## src/hw/rtl/hbw_pkg.sv

```systemverilog
`default_nettype none
package hbw_pkg;

  localparam int MAX_RESETS_DEF = 16;
  localparam int TIME_BITS_DEF  = 40;

  localparam int THR_W   = 22;
  localparam int MISS_W  = 8;
  localparam int STORM_W = 5;
  localparam int WIN_W   = 22;
  localparam int CFG_W   = 22;
  localparam int CFG_IDX_W = 2;
  localparam int OUT_W   = 16;

  localparam logic [THR_W-1:0]   STALE_RST  = THR_W'(2000);
  localparam logic [MISS_W-1:0]  LIMIT_RST  = MISS_W'(10);
  localparam logic [STORM_W-1:0] STORM_RST  = STORM_W'(10);
  localparam logic [WIN_W-1:0]   WINDOW_RST = WIN_W'(180000);

  typedef enum logic [CFG_IDX_W-1:0] {
    REG_STALE_THR  = 2'd0,
    REG_MISS_LIMIT = 2'd1,
    REG_STORM_CNT  = 2'd2,
    REG_STORM_WIN  = 2'd3
  } hbw_reg_t;

  typedef enum logic [2:0] {
    ST_IDLE,
    ST_CALC,
    ST_LOG,
    ST_PRUNE,
    ST_DECIDE,
    ST_DONE
  } hbw_state_t;

  // Commands from the sequencer to the chain of reset-time cells.
  typedef struct packed {
    logic push;
    logic pop;
  } hbw_ctl_t;

endpackage
`default_nettype wire

```

## src/hw/rtl/hbw_cell.sv

```systemverilog
`default_nettype none
module hbw_cell #(
  parameter int TIME_BITS = hbw_pkg::TIME_BITS_DEF
) (
  input  wire logic                 clk,
  input  wire logic                 wr_en,
  input  wire logic [TIME_BITS-1:0] wr_data,
  input  wire logic                 shift,
  input  wire logic [TIME_BITS-1:0] next_data,
  output logic      [TIME_BITS-1:0] data
);
  import hbw_pkg::*;

  logic [TIME_BITS-1:0] data_r;
  logic [TIME_BITS-1:0] data_nxt;

  always_comb begin
    data_nxt = data_r;
    if (wr_en) begin
      data_nxt = wr_data;
    end else if (shift) begin
      data_nxt = next_data;
    end
  end

  always_ff @(posedge clk) begin
    data_r <= data_nxt;
  end

  assign data = data_r;

endmodule
`default_nettype wire

```

## src/hw/rtl/hbw_chain.sv

```systemverilog
`default_nettype none
module hbw_chain #(
  parameter int MAX_RESETS = hbw_pkg::MAX_RESETS_DEF,
  parameter int TIME_BITS  = hbw_pkg::TIME_BITS_DEF,
  localparam int CNT_W     = $clog2(MAX_RESETS + 1)
) (
  input  wire logic                 clk,
  input  wire logic                 rst_n,
  input  wire hbw_pkg::hbw_ctl_t    ctl,
  input  wire logic [TIME_BITS-1:0] push_time,
  output logic      [TIME_BITS-1:0] head_time,
  output logic      [CNT_W-1:0]     count
);
  import hbw_pkg::*;

  logic [TIME_BITS-1:0] cell_data [MAX_RESETS];
  logic [CNT_W-1:0]     count_r;
  logic [CNT_W-1:0]     count_nxt;
  logic                 full;
  logic                 shift;

  // The oldest entry sits in cell 0. A pop, or a push into a full chain,
  // moves every entry one cell down.
  assign full  = (count_r == CNT_W'(MAX_RESETS));
  assign shift = ctl.pop || (ctl.push && full);

  for (genvar i = 0; i < MAX_RESETS; i++) begin : g_cell
    logic                 wr_en;
    logic [TIME_BITS-1:0] next_data;

    assign wr_en = ctl.push &&
                   (full ? (i == MAX_RESETS - 1) : (count_r == CNT_W'(i)));
    if (i == MAX_RESETS - 1) begin : g_last
      assign next_data = cell_data[i];
    end else begin : g_mid
      assign next_data = cell_data[i+1];
    end

    hbw_cell #(
      .TIME_BITS(TIME_BITS)
    ) u_cell (
      .clk      (clk),
      .wr_en    (wr_en),
      .wr_data  (push_time),
      .shift    (shift),
      .next_data(next_data),
      .data     (cell_data[i])
    );
  end

  always_comb begin
    count_nxt = count_r;
    if (ctl.push && !full) begin
      count_nxt = count_r + CNT_W'(1);
    end else if (ctl.pop && count_r != '0) begin
      count_nxt = count_r - CNT_W'(1);
    end
  end

  always_ff @(posedge clk) begin
    if (!rst_n) begin
      count_r <= '0;
    end else begin
      count_r <= count_nxt;
    end
  end

  assign head_time = cell_data[0];
  assign count     = count_r;

endmodule
`default_nettype wire

```

## src/hw/rtl/heartbeat_watchdog_storm_limit.sv

```systemverilog
`default_nettype none
// Order of states: a skipped or non-limit tick passes through ST_CALC and then
// ST_DONE before out_tvalid rises; a tick that reaches the miss limit passes through
// ST_LOG, ST_PRUNE (P logged resets pruned from the window, at most MAX_RESETS - 1,
// one per cycle) and ST_DECIDE in between. One transaction at a time: a new tick is
// taken only once the last result is registered; a stalled result holds it back.
// Reset (rst_n, synchronous): counters, flags and the log count clear, and the
// configuration registers take their default values.
module heartbeat_watchdog_storm_limit #(
  parameter int MAX_RESETS = hbw_pkg::MAX_RESETS_DEF,
  parameter int TIME_BITS  = hbw_pkg::TIME_BITS_DEF,
  localparam int IN_W      = ((2 * TIME_BITS + 2 + 7) / 8) * 8
) (
  input  wire logic                        clk,
  input  wire logic                        rst_n,
  input  wire logic                        in_tvalid,
  output logic                             in_tready,
  // now_ms, heartbeat_ms, worker_alive, reset_pending, zero fill
  input  wire logic [IN_W-1:0]             in_tdata,
  output logic                             out_tvalid,
  input  wire logic                        out_tready,
  // request_reset, fatal_stop, misses[7:0], recent_resets[4:0], skipped
  output logic [hbw_pkg::OUT_W-1:0]        out_tdata,
  input  wire logic                        cfg_wr_en,
  input  wire logic [hbw_pkg::CFG_IDX_W-1:0] cfg_index,
  input  wire logic [hbw_pkg::CFG_W-1:0]   cfg_wdata
);
  import hbw_pkg::*;

  localparam int CNT_W = $clog2(MAX_RESETS + 1);
  localparam int CMP_W = (CNT_W > STORM_W) ? CNT_W : STORM_W;

  logic [THR_W-1:0]   stale_thr_r;
  logic [MISS_W-1:0]  miss_limit_r;
  logic [STORM_W-1:0] storm_cnt_r;
  logic [WIN_W-1:0]   storm_win_r;

  hbw_state_t state_r, state_nxt;

  logic [TIME_BITS-1:0] now_r;
  logic [TIME_BITS-1:0] hb_r;
  logic                 alive_r;
  logic                 pend_r;
  logic                 skip_r;
  logic                 request_r;
  logic [MISS_W-1:0]    miss_r;
  logic [MISS_W-1:0]    miss_nxt;
  logic                 fatal_r;
  logic                 out_tvalid_r;
  logic [OUT_W-1:0]     out_tdata_r;

  hbw_ctl_t             ctl;
  logic [TIME_BITS-1:0] head_time;
  logic [CNT_W-1:0]     count;

  logic skip;
  logic stale;
  logic expired;
  logic at_limit;
  logic storm;
  logic out_free;

  hbw_chain #(
    .MAX_RESETS(MAX_RESETS),
    .TIME_BITS (TIME_BITS)
  ) u_chain (
    .clk      (clk),
    .rst_n    (rst_n),
    .ctl      (ctl),
    .push_time(now_r),
    .head_time(head_time),
    .count    (count)
  );

  // A time in the future is never older than the limit: compare now against
  // then + limit in one extra bit instead of forming a signed age.
  assign skip    = !alive_r || fatal_r || pend_r;
  assign stale   = {1'b0, now_r} > ({1'b0, hb_r} + (TIME_BITS+1)'(stale_thr_r));
  assign expired = (count != '0) &&
                   ({1'b0, now_r} > ({1'b0, head_time} + (TIME_BITS+1)'(storm_win_r)));
  assign storm   = CMP_W'(count) >= CMP_W'(storm_cnt_r);
  assign out_free = !out_tvalid_r || out_tready;

  always_comb begin
    if (stale) begin
      miss_nxt = (miss_r == '1) ? miss_r : miss_r + MISS_W'(1);
    end else begin
      miss_nxt = '0;
    end
  end
  assign at_limit = miss_nxt >= miss_limit_r;

  always_comb begin
    state_nxt = state_r;
    unique case (state_r)
      ST_IDLE:   if (in_tvalid) state_nxt = ST_CALC;
      ST_CALC:   state_nxt = (!skip && at_limit) ? ST_LOG : ST_DONE;
      ST_LOG:    state_nxt = ST_PRUNE;
      ST_PRUNE:  if (!expired) state_nxt = ST_DECIDE;
      ST_DECIDE: state_nxt = ST_DONE;
      ST_DONE:   if (out_free) state_nxt = ST_IDLE;
      default:   state_nxt = ST_IDLE;
    endcase
  end

  always_comb begin
    in_tready = 1'b0;
    ctl       = '0;
    unique case (state_r)
      ST_IDLE:  in_tready = 1'b1;
      ST_LOG:   ctl.push  = 1'b1;
      ST_PRUNE: ctl.pop   = expired;
      default: ;
    endcase
  end

  always_ff @(posedge clk) begin
    if (!rst_n) begin
      stale_thr_r  <= STALE_RST;
      miss_limit_r <= LIMIT_RST;
      storm_cnt_r  <= STORM_RST;
      storm_win_r  <= WINDOW_RST;
    end else if (cfg_wr_en) begin
      unique case (hbw_reg_t'(cfg_index))
        REG_STALE_THR:  stale_thr_r  <= cfg_wdata[THR_W-1:0];
        REG_MISS_LIMIT: miss_limit_r <= cfg_wdata[MISS_W-1:0];
        REG_STORM_CNT:  storm_cnt_r  <= cfg_wdata[STORM_W-1:0];
        REG_STORM_WIN:  storm_win_r  <= cfg_wdata[WIN_W-1:0];
        default: ;
      endcase
    end
  end

  always_ff @(posedge clk) begin
    if (state_r == ST_IDLE && in_tvalid) begin
      now_r   <= in_tdata[TIME_BITS-1:0];
      hb_r    <= in_tdata[2*TIME_BITS-1:TIME_BITS];
      alive_r <= in_tdata[2*TIME_BITS];
      pend_r  <= in_tdata[2*TIME_BITS+1];
    end
    if (state_r == ST_CALC) begin
      skip_r <= skip;
    end
    if (state_r == ST_DONE && out_free) begin
      out_tdata_r <= {skip_r, STORM_W'(count), miss_r, fatal_r, request_r};
    end
  end

  always_ff @(posedge clk) begin
    if (!rst_n) begin
      state_r      <= ST_IDLE;
      miss_r       <= '0;
      fatal_r      <= 1'b0;
      request_r    <= 1'b0;
      out_tvalid_r <= 1'b0;
    end else begin
      state_r <= state_nxt;
      if (state_r == ST_CALC) begin
        request_r <= 1'b0;
        if (!skip) begin
          miss_r <= miss_nxt;
        end
      end
      if (state_r == ST_DECIDE) begin
        if (storm) begin
          fatal_r <= 1'b1;
        end else begin
          miss_r    <= '0;
          request_r <= 1'b1;
        end
      end
      if (state_r == ST_DONE && out_free) begin
        out_tvalid_r <= 1'b1;
      end else if (out_tready) begin
        out_tvalid_r <= 1'b0;
      end
    end
  end

  assign out_tvalid = out_tvalid_r;
  assign out_tdata  = out_tdata_r;

endmodule
`default_nettype wire

```

## config.mk

```make
export PLATFORM = sky130hd
export DESIGN_NAME = heartbeat_watchdog_storm_limit
export DESIGN_NICKNAME = d
export VERILOG_FILES = /design/src/hw/rtl/hbw_pkg.sv /design/src/hw/rtl/hbw_cell.sv /design/src/hw/rtl/hbw_chain.sv /design/src/hw/rtl/heartbeat_watchdog_storm_limit.sv
export SDC_FILE = /design/constraint.sdc
export NUM_CORES = 1
export LEC_CHECK = 0
export ABC_AREA = 0
export ABC_CLOCK_PERIOD_IN_PS = 12160
export BUFFER_PORTS_ARGS = -buffer_cell sky130_fd_sc_hd__buf_4
export CELL_PAD_IN_SITES_DETAIL_PLACEMENT = 1
export CELL_PAD_IN_SITES_GLOBAL_PLACEMENT = 2
export CORE_UTILIZATION = 45
export CTS_BUF_LIST = sky130_fd_sc_hd__clkbuf_16
export DETAILED_ROUTE_END_ITERATION = 6
export GPL_TIMING_DRIVEN = 0
export PLACE_DENSITY = 0.82
export SLEW_MARGIN = 20
export SYNTH_ARGS = -nofsm -noshare
export SYNTH_HDL_FRONTEND = slang
export SYNTH_HIERARCHICAL = 1
export SYNTH_SLANG_ARGS = --single-unit
```

## constraint.sdc

```tcl
create_clock -name clk -period 12.16 [get_ports clk]
set_clock_uncertainty 0.2 [all_clocks]
set_input_delay 1.216 -clock clk [delete_from_list [all_inputs] [get_ports clk]]
set_output_delay 1.216 -clock clk [all_outputs]
set_load 0.03 [all_outputs]
```

==> results of run 1 <==
## power by group through the flow
stage / logic [mW] / registers (mW) / clock network (mW)
after floorplan: 0.173 / 3.15 / 0
after global placement: 0.273 / 3.19 / 0
after detailed placement: 0.285 / 3.19 / 0
after CTS: 0.287 / 3.14 / 2.68
after global routing: 0.316 / 3.14 / 2.79
final: 0.286 / 3.13 / 2.61
## sequential cells by signal, indices dropped and copies added, names as in the netlist
| register | flops |
|---|---|
| fatal_r | 1 |
| storm_cnt_r | 5 |
| miss_limit_r | 8 |
| miss_r | 8 |
| skip_r | 1 |
| pend_r | 1 |
| alive_r | 1 |
| stale_thr_r | 22 |
| hb_r | 40 |
| request_r | 1 |
| u_chain/count | 5 |
| out_tdata | 16 |
| u_chain/g_cell.u_cell/data | 640 |
| out_tvalid | 1 |
| state_r | 3 |
| now_r | 40 |
| storm_win_r | 22 |
## metrics by stage
stage,cells,utilization [%]
4_1_cts,4144,51.8
6_report,4144,51.8
3_5_place_dp,3976,48.7
3_3_place_gp,3958,48.3
2_1_floorplan,2587,-
5_1_grt,4144,51.8
## worst min path at each step
stage / endpoint / from / slack (ns) / depth (start not counted)
2_1_floorplan: out_tdata[15]$_DFFE_PP_ / skip_r$_DFFE_PN_ / 0.20 / 0
3_3_place_gp: out_tdata[15]$_DFFE_PP_ / skip_r$_DFFE_PN_ / 0.20 / 0
3_5_place_dp: out_tdata[15]$_DFFE_PP_ / skip_r$_DFFE_PN_ / 0.21 / 0
4_1_cts: out_tdata[15]$_DFFE_PP_ / skip_r$_DFFE_PN_ / 0.22 / 0
5_1_grt: out_tdata[15]$_DFFE_PP_ / skip_r$_DFFE_PN_ / 0.24 / 0
6_report: out_tdata[15]$_DFFE_PP_ / skip_r$_DFFE_PN_ / 0.23 / 0
## per-layer routing
metal,up-vias,routed length (µm)
met2,366,50700
met4,0,2920
met5,-,0
li1,10400,-
met3,163,3040
met1,11200,36800
## cells in the final DEF, fill, tap and decap left out, types with 10 or more instances in the layout
| cell | synthesis | routed |
|---|---|---|
| mux2_4 | 624 | 624 |
| nor2b_1 | 18 | 18 |
| nand2b_1 | 17 | 17 |
| a21o_1 | 30 | 30 |
| clkinv_1 | 0 | 30 |
| a21boi_0 | 35 | 35 |
| xnor2_1 | 44 | 44 |
| or2_2 | 5 | 21 |
| nor3_1 | 23 | 22 |
| mux2i_1 | 11 | 11 |
| a211oi_1 | 18 | 18 |
| ha_1 | 143 | 143 |
| a21oi_1 | 87 | 87 |
| buf_6 | 18 | 18 |
| o21a_1 | 10 | 10 |
| clkbuf_1 | 28 | 28 |
| nand2_1 | 170 | 170 |
| xor2_1 | 32 | 32 |
| dfxtp_1 | 76 | 76 |
| nor2_1 | 52 | 51 |
| mux2_2 | 16 | 16 |
| nand3_1 | 49 | 49 |
| nand4_1 | 28 | 28 |
| o211ai_1 | 11 | 11 |
| clkinv_2 | 0 | 10 |
| clkbuf_16 | 0 | 94 |
| buf_4 | 2 | 130 |
| o21ai_0 | 47 | 47 |
| inv_1 | 30 | 54 |
| buf_12 | 64 | 80 |
| and3_1 | 18 | 18 |
| edfxtp_1 | 739 | 739 |
## layout make-up
class	instances	area share, %
sequential	815	49.8
multi-input combinational	1625	34.6
clock buffer	94	4.94
buffer	117	3.42
tap	1243	3.26
timing repair buffer	146	2.77
clock inverter	74	1.02
inverter	30	0.236
## synth_stat cells, types with 4 or more instances
cell,n
o21a_1,10
o211ai_1,11
a2111oi_0,5
nand4_1,28
a21boi_0,35
nand3_1,49
a21oi_1,87
mux2_2,16
or2_2,5
o21ai_0,47
o31ai_1,4
a21o_2,4
nand2_1,170
a21o_1,30
buf_12,64
nand2b_1,17
or3_1,8
a31oi_1,7
dfxtp_1,76
o21bai_1,8
a211oi_1,18
nor4_1,7
and2_1,6
mux2i_1,11
xnor2_1,44
or2_1,16
clkbuf_1,28
nand3b_1,7
buf_6,18
nor2b_1,18
ha_1,143
a211o_1,4
nor2_1,52
and4_1,5
edfxtp_1,739
xor2_1,32
and3_1,18
nor3_1,23
mux2_4,624
inv_1,30
## worst max-delay path, stage by stage (launching register included)
cell       delay [ns]
edfxtp_1         0.38
ha_1             0.22
fa_1             0.43
a211oi_1         0.23
o21a_1           0.32
a211oi_1         0.23
o31ai_1          0.53
a21oi_1          0.23
a211oi_1         0.32
nor4b_1          0.11
xnor2_1          0.16
ha_1             0.32
nand2_1          0.07
or4_1            0.56
or2_0            0.35
a31oi_1          0.45
a2111oi_2        0.18
nor3_2           0.40
buf_4            0.25
a21boi_0         0.37
ha_1             0.31
a31oi_1          0.13
o21ai_0          0.12
o41ai_2          0.61
nor3_1           0.08
o21ai_0          0.21
nand2_1          0.07
a21oi_1          0.15
## logic make-up after synthesis
group	Yosys count	share of synthesized area, %
buf+inv	147	4.16
mux	652	23.1
compound gates	300	4.82
xor+xnor	76	1.59
fa+ha+maj	145	4.37
flops	815	56.6
simple gates	452	5.40
==> results.md, run 1 <==
* R2R cell count at 27
* Synth Register Bits at 815
* Tot Pwr at 6.03 mW
* Routing usage on met1 at 22.7%
* CTS Sinks at 815
* Initial Util at 45.6%
* Ant. Diodes at 0
* Area share of the largest cell type after synthesis at 53.0%
* Worst-case clock buffer depth at 3
* Netlist Area Pre-Place at 0.0419 mm²
* Met3 usage at 2.56%
* Vias in the first global route at 24,900
* Worst setup path end: state_r[0]$_SDFFE_PN0P_
* DRC viols at 0
* Post-CTS Setup Bufs at 0
* Slew of the pin with the lowest slew margin at 1.08 ns
* Status: completed
* Synth warn at 6
* Worst setup startpoint: hb_r[0]$_DFFE_PP_
* Lkg Pwr at 17.7 nW
* Setup TNS at 0 ns
* I/O pin count at 135
* Via density at 5.34
* Slew margin rel. at 27.9%
* Largest net degree at the start of global routing at 49
* Syn avg cell area at 16.2 µm²
* Total grt overflow at 0
* MaxCap Viol Count at 0
* R2R setup slack at 4.10 ns
* Async SR Flop Fraction at 0%
* Area of the multi-input gates at 0.0165 mm²
* Row count at 111
* Place WS at 3.98 ns
* Top FF cell, synth: edfxtp_1
* Area Growth Syn to Fin at 13.7%
* Slew Limit Fails at 0
* WP data required at 12.53 ns
* RSZ-0062 raised after global routing: no
* Top cell type by total area after synthesis: edfxtp_1
* Initial antenna violation count at 0
* F_max at 124 MHz
* Clock network power share at 43.3%
* Synthesized Nets at 2,849
* Startpoint types: flop
* Post-synth EDFFs at 739
* Min cycle time layout at 8.06 ns
* Final hold slack at 0.228 ns
* Dpl hpwl at 70.1 mm
* 1st-pass router iterations at 5
* Final GP Congestion at 0.912
* Number of CTS-inserted buffers at 91
* GRT Util Overall at 19.9%
* Port Buf Inserts at 128
* Share of total power in sequential cells at 52.0%
* Layout Nets at 3,088
* Die X at 307 µm
* Endpoint type of the worst setup path: flop
* Worst hold path class: flop to flop
* Post_cts resized at 0
* Worst skew pair latency at 0.66 ns
* CTS tree: done
* Gr busiest metal: met2
* Net switching power at 1.37 mW
* Maximum vdd drop at 0.104 mV
* Register area at 0.0237 mm²
* Routed len/inst at 22.5 µm
* Die Y at 307 µm
* Hold_buf cts at 0
* Worst r2r src: hb_r[0]$_DFFE_PP_
* Drt first-iter violations at 1,117
* Sw frac at 22.8%
* Post-route cell area at 0.0476 mm²
* Crit path DAT at 8.43 ns
* Die ar. at 0.0943 mm²
* Crit path max fanout at 10
* Global-route wire length before repair at 144 mm
* Setup violations, final at 0
* Post-synth cell types at 80
* Filler instances at 8,693
* DP Area at 0.0448 mm²
* CTS clk-pin slew, worst paths at 0.06 ns
* Critical path class: flop to flop
* RR Endpoint: state_r[0]$_SDFFE_PN0P_
* M2 GR Usage at 37.7%
* H-Tree Depth at 3
* PD cells at 127 mW/mm²
* Post-synthesis sequential area ratio at 56.6%
* Final Hold Fails at 0
* Comb pwr share at 4.7%
* Fraction of the cycle the final worst path needs at 66.3%
* DR vias at 22,100
* Buffer type at the clock tree root: clkbuf_16
* Final setup margin at 4.10 ns
* Cells after Synth at 2,587
* Share of layout cells above drive strength 1 at 35.8%
* Largest cells by area after synthesis: edfxtp_1 (53%), mux2_4 (22%), ha_1 (4.3%)
* Core area at 0.0919 mm²
* Post-Route WL at 93.4 mm
* Antenna-violating nets left at 0
* Internal power at 4.66 mW
(Power assumes the default switching activity.)
==> run 2, diff against run 1 <==
--- a/config.mk
+++ b/config.mk
@@ -6,7 +6,7 @@
 export NUM_CORES = 1
 export LEC_CHECK = 0
 export ABC_AREA = 0
-export ABC_CLOCK_PERIOD_IN_PS = 12160
+export ABC_CLOCK_PERIOD_IN_PS = 7700
 export BUFFER_PORTS_ARGS = -buffer_cell sky130_fd_sc_hd__buf_4
 export CELL_PAD_IN_SITES_DETAIL_PLACEMENT = 1
 export CELL_PAD_IN_SITES_GLOBAL_PLACEMENT = 2
==> constraint.sdc (replaced) <==
create_clock -name clk -period 7.7 [get_ports clk]
set_clock_uncertainty 0.2 [all_clocks]
set_input_delay 0.77 -clock clk [delete_from_list [all_inputs] [get_ports clk]]
set_output_delay 0.77 -clock clk [all_outputs]
set_load 0.03 [all_outputs]
==> results.md, run 2 (synthesis results as in run 1) <==
* Vias in the first global route at 24,900
* Place WS at -0.477 ns
* Fin cells at 4,145
* RSZ-0062 raised after global routing: no
* Slowest CP cell: or4_1
* 1st-pass router iterations at 7
* CTS tree: done
* Final setup margin at 0.399 ns
* Core area at 0.0919 mm²
* Max reg flops at 640
* Dpl cells at 3,976
* Ant. Diodes at 0
* Layout Nets at 3,089
* Slew Limit Fails at 0
* Most used cell, CP: ha_1
* Antenna-violating nets left at 0
* CTS Sinks at 815
* Buffer type at the clock tree root: clkbuf_16
* Endpoint type of the worst setup path: flop
* R2R cell count at 28
* I/O pin count at 135
* WP data required at 8.04 ns
* Final Hold Fails at 0
* Initial Util at 45.6%
* H-Tree Depth at 3
* Crit path DAT at 7.64 ns
* Setup violations, final at 0
* Routed len/inst at 22.6 µm
* Setup TNS at 0 ns
* Filler instances at 8,687
* Initial antenna violation count at 0
* Lkg Pwr at 17.8 nW
* Startpoint types: flop
* Post-Route WL at 93.7 mm
* Worst-case clock buffer depth at 3
* Hold path cells at 1
* Slew margin rel. at 28.5%
* Worst hold path class: input port to flop
* RR Endpoint: state_r[2]$_SDFFE_PN0P_
* Maximum vdd drop at 0.164 mV
* Drt first-iter violations at 1,116
* Crit path max fanout at 10
* Total grt overflow at 0
* CTS clk-pin slew, worst paths at 0.06 ns
* DR vias at 22,100
* Die X at 307 µm
* Delay-heaviest family, CP: compound AO/OA/AOI/OAI gates
* Die Y at 307 µm
* Row count at 111
* Port Buf Inserts at 128
* F_max at 137 MHz
* Final hold slack at 0.0841 ns
* Dpl hpwl at 70.1 mm
* Number of buffers and inverters on the critical path at 2
* Status: completed
* MaxCap Viol Count at 0
* DRC viols at 0
* Share of layout cells above drive strength 1 at 36.1%
* Fraction of the cycle the final worst path needs at 94.8%
* Area Growth Syn to Fin at 13.9%
* GRT Util Overall at 19.9%
* Most common cell after layout, fill and taps aside: edfxtp_1
* Worst Hold End: now_r[19]$_DFFE_PP_
* Largest stage delay, worst path at 0.55 ns
* Hold path startpoint: in_tdata[19]
* Worst skew pair latency at 0.66 ns
* Worst r2r src: hb_r[0]$_DFFE_PP_
* PD cells at 200 mW/mm²
* Via density at 5.34
* Global-route wire length before repair at 145 mm
* Largest net degree at the start of global routing at 49
* Number of CTS-inserted buffers at 91
* Slew of the pin with the lowest slew margin at 1.07 ns
* Min cycle time layout at 7.30 ns
* Final GP Congestion at 0.912
* Critical path class: flop to flop
* Die ar. at 0.0943 mm²
* Commonest non-fill, non-tap cells in the layout: edfxtp_1 (739), mux2_4 (624), nand2_1 (170)
* R2R setup slack at 0.40 ns
## run 2: final cells by class
type | count | area, µm² | area share, %
flip-flops and latches | 815 | 23700 | 49.7
multi-input cells | 1625 | 16500 | 34.7
clock buffers | 94 | 2350 | 4.93
plain buffers | 117 | 1630 | 3.41
well taps | 1243 | 1560 | 3.26
repair buffers | 147 | 1330 | 2.78
clock inverters | 74 | 488 | 1.02
inverters | 30 | 113 | 0.236
## run 2: worst register-to-register path, delay by kind of cell (launching register included)
kind	cells	cell delay, ns
fa+ha+maj	4	1.17
xor+xnor	1	0.16
simple gates	5	1.44
flops	1	0.37
compound gates	16	3.45
buf+inv	2	0.40
## run 2: worst max path at each step
stage	from	endpoint	slack (ns)	cells past startpoint
4_1_cts	hb_r[1]$_DFFE_PP_	state_r[0]$_SDFFE_PN0P_	0.01	26
6_report	hb_r[0]$_DFFE_PP_	state_r[2]$_SDFFE_PN0P_	0.40	28
2_1_floorplan	hb_r[0]$_DFFE_PP_	state_r[0]$_SDFFE_PN0P_	1.81	28
3_3_place_gp	hb_r[5]$_DFFE_PP_	state_r[2]$_SDFFE_PN0P_	-0.89	24
5_1_grt	hb_r[3]$_DFFE_PP_	state_r[0]$_SDFFE_PN0P_	0.04	28
3_5_place_dp	hb_r[0]$_DFFE_PP_	state_r[0]$_SDFFE_PN0P_	-0.48	27
## run 2: repair_timing
action | in CTS | in global routing
endpoints found under the setup margin | 3 | 3
resized for setup | 5 | 8
hold buffers | 0 | 0
pin swaps | 0 | 2
buffers inserted | 0 | 1
hold endpoints to repair | 0 | 0
## run 2: layer usage
| metal | vias to the layer above | part of all wire, % | GRT usage (%) |
|---|---|---|---|
| li1 | 10400 | - | - |
| met1 | 11300 | 40 | 22.7 |
| met2 | 350 | 54 | 37.8 |
| met3 | 160 | 3.0 | 2.56 |
| met4 | 0 | 3.1 | 6.91 |
| met5 | - | 0 | 0 |
## run 2: power breakdown
group / switching, mW / internal (mW)
registers: 0.131 / 4.82
clock network: 1.78 / 2.34
logic: 0.264 / 0.192
## run 2: per-stage QoR
step	cell area (µm²)	utilization (%)	power [mW]
after global placement	44400	48.3	5.47
after global routing	47700	51.9	9.87
after floorplan	41900	-	5.25
after CTS	47700	51.9	9.65
final	47700	51.9	9.53
after detailed placement	44800	48.7	5.49
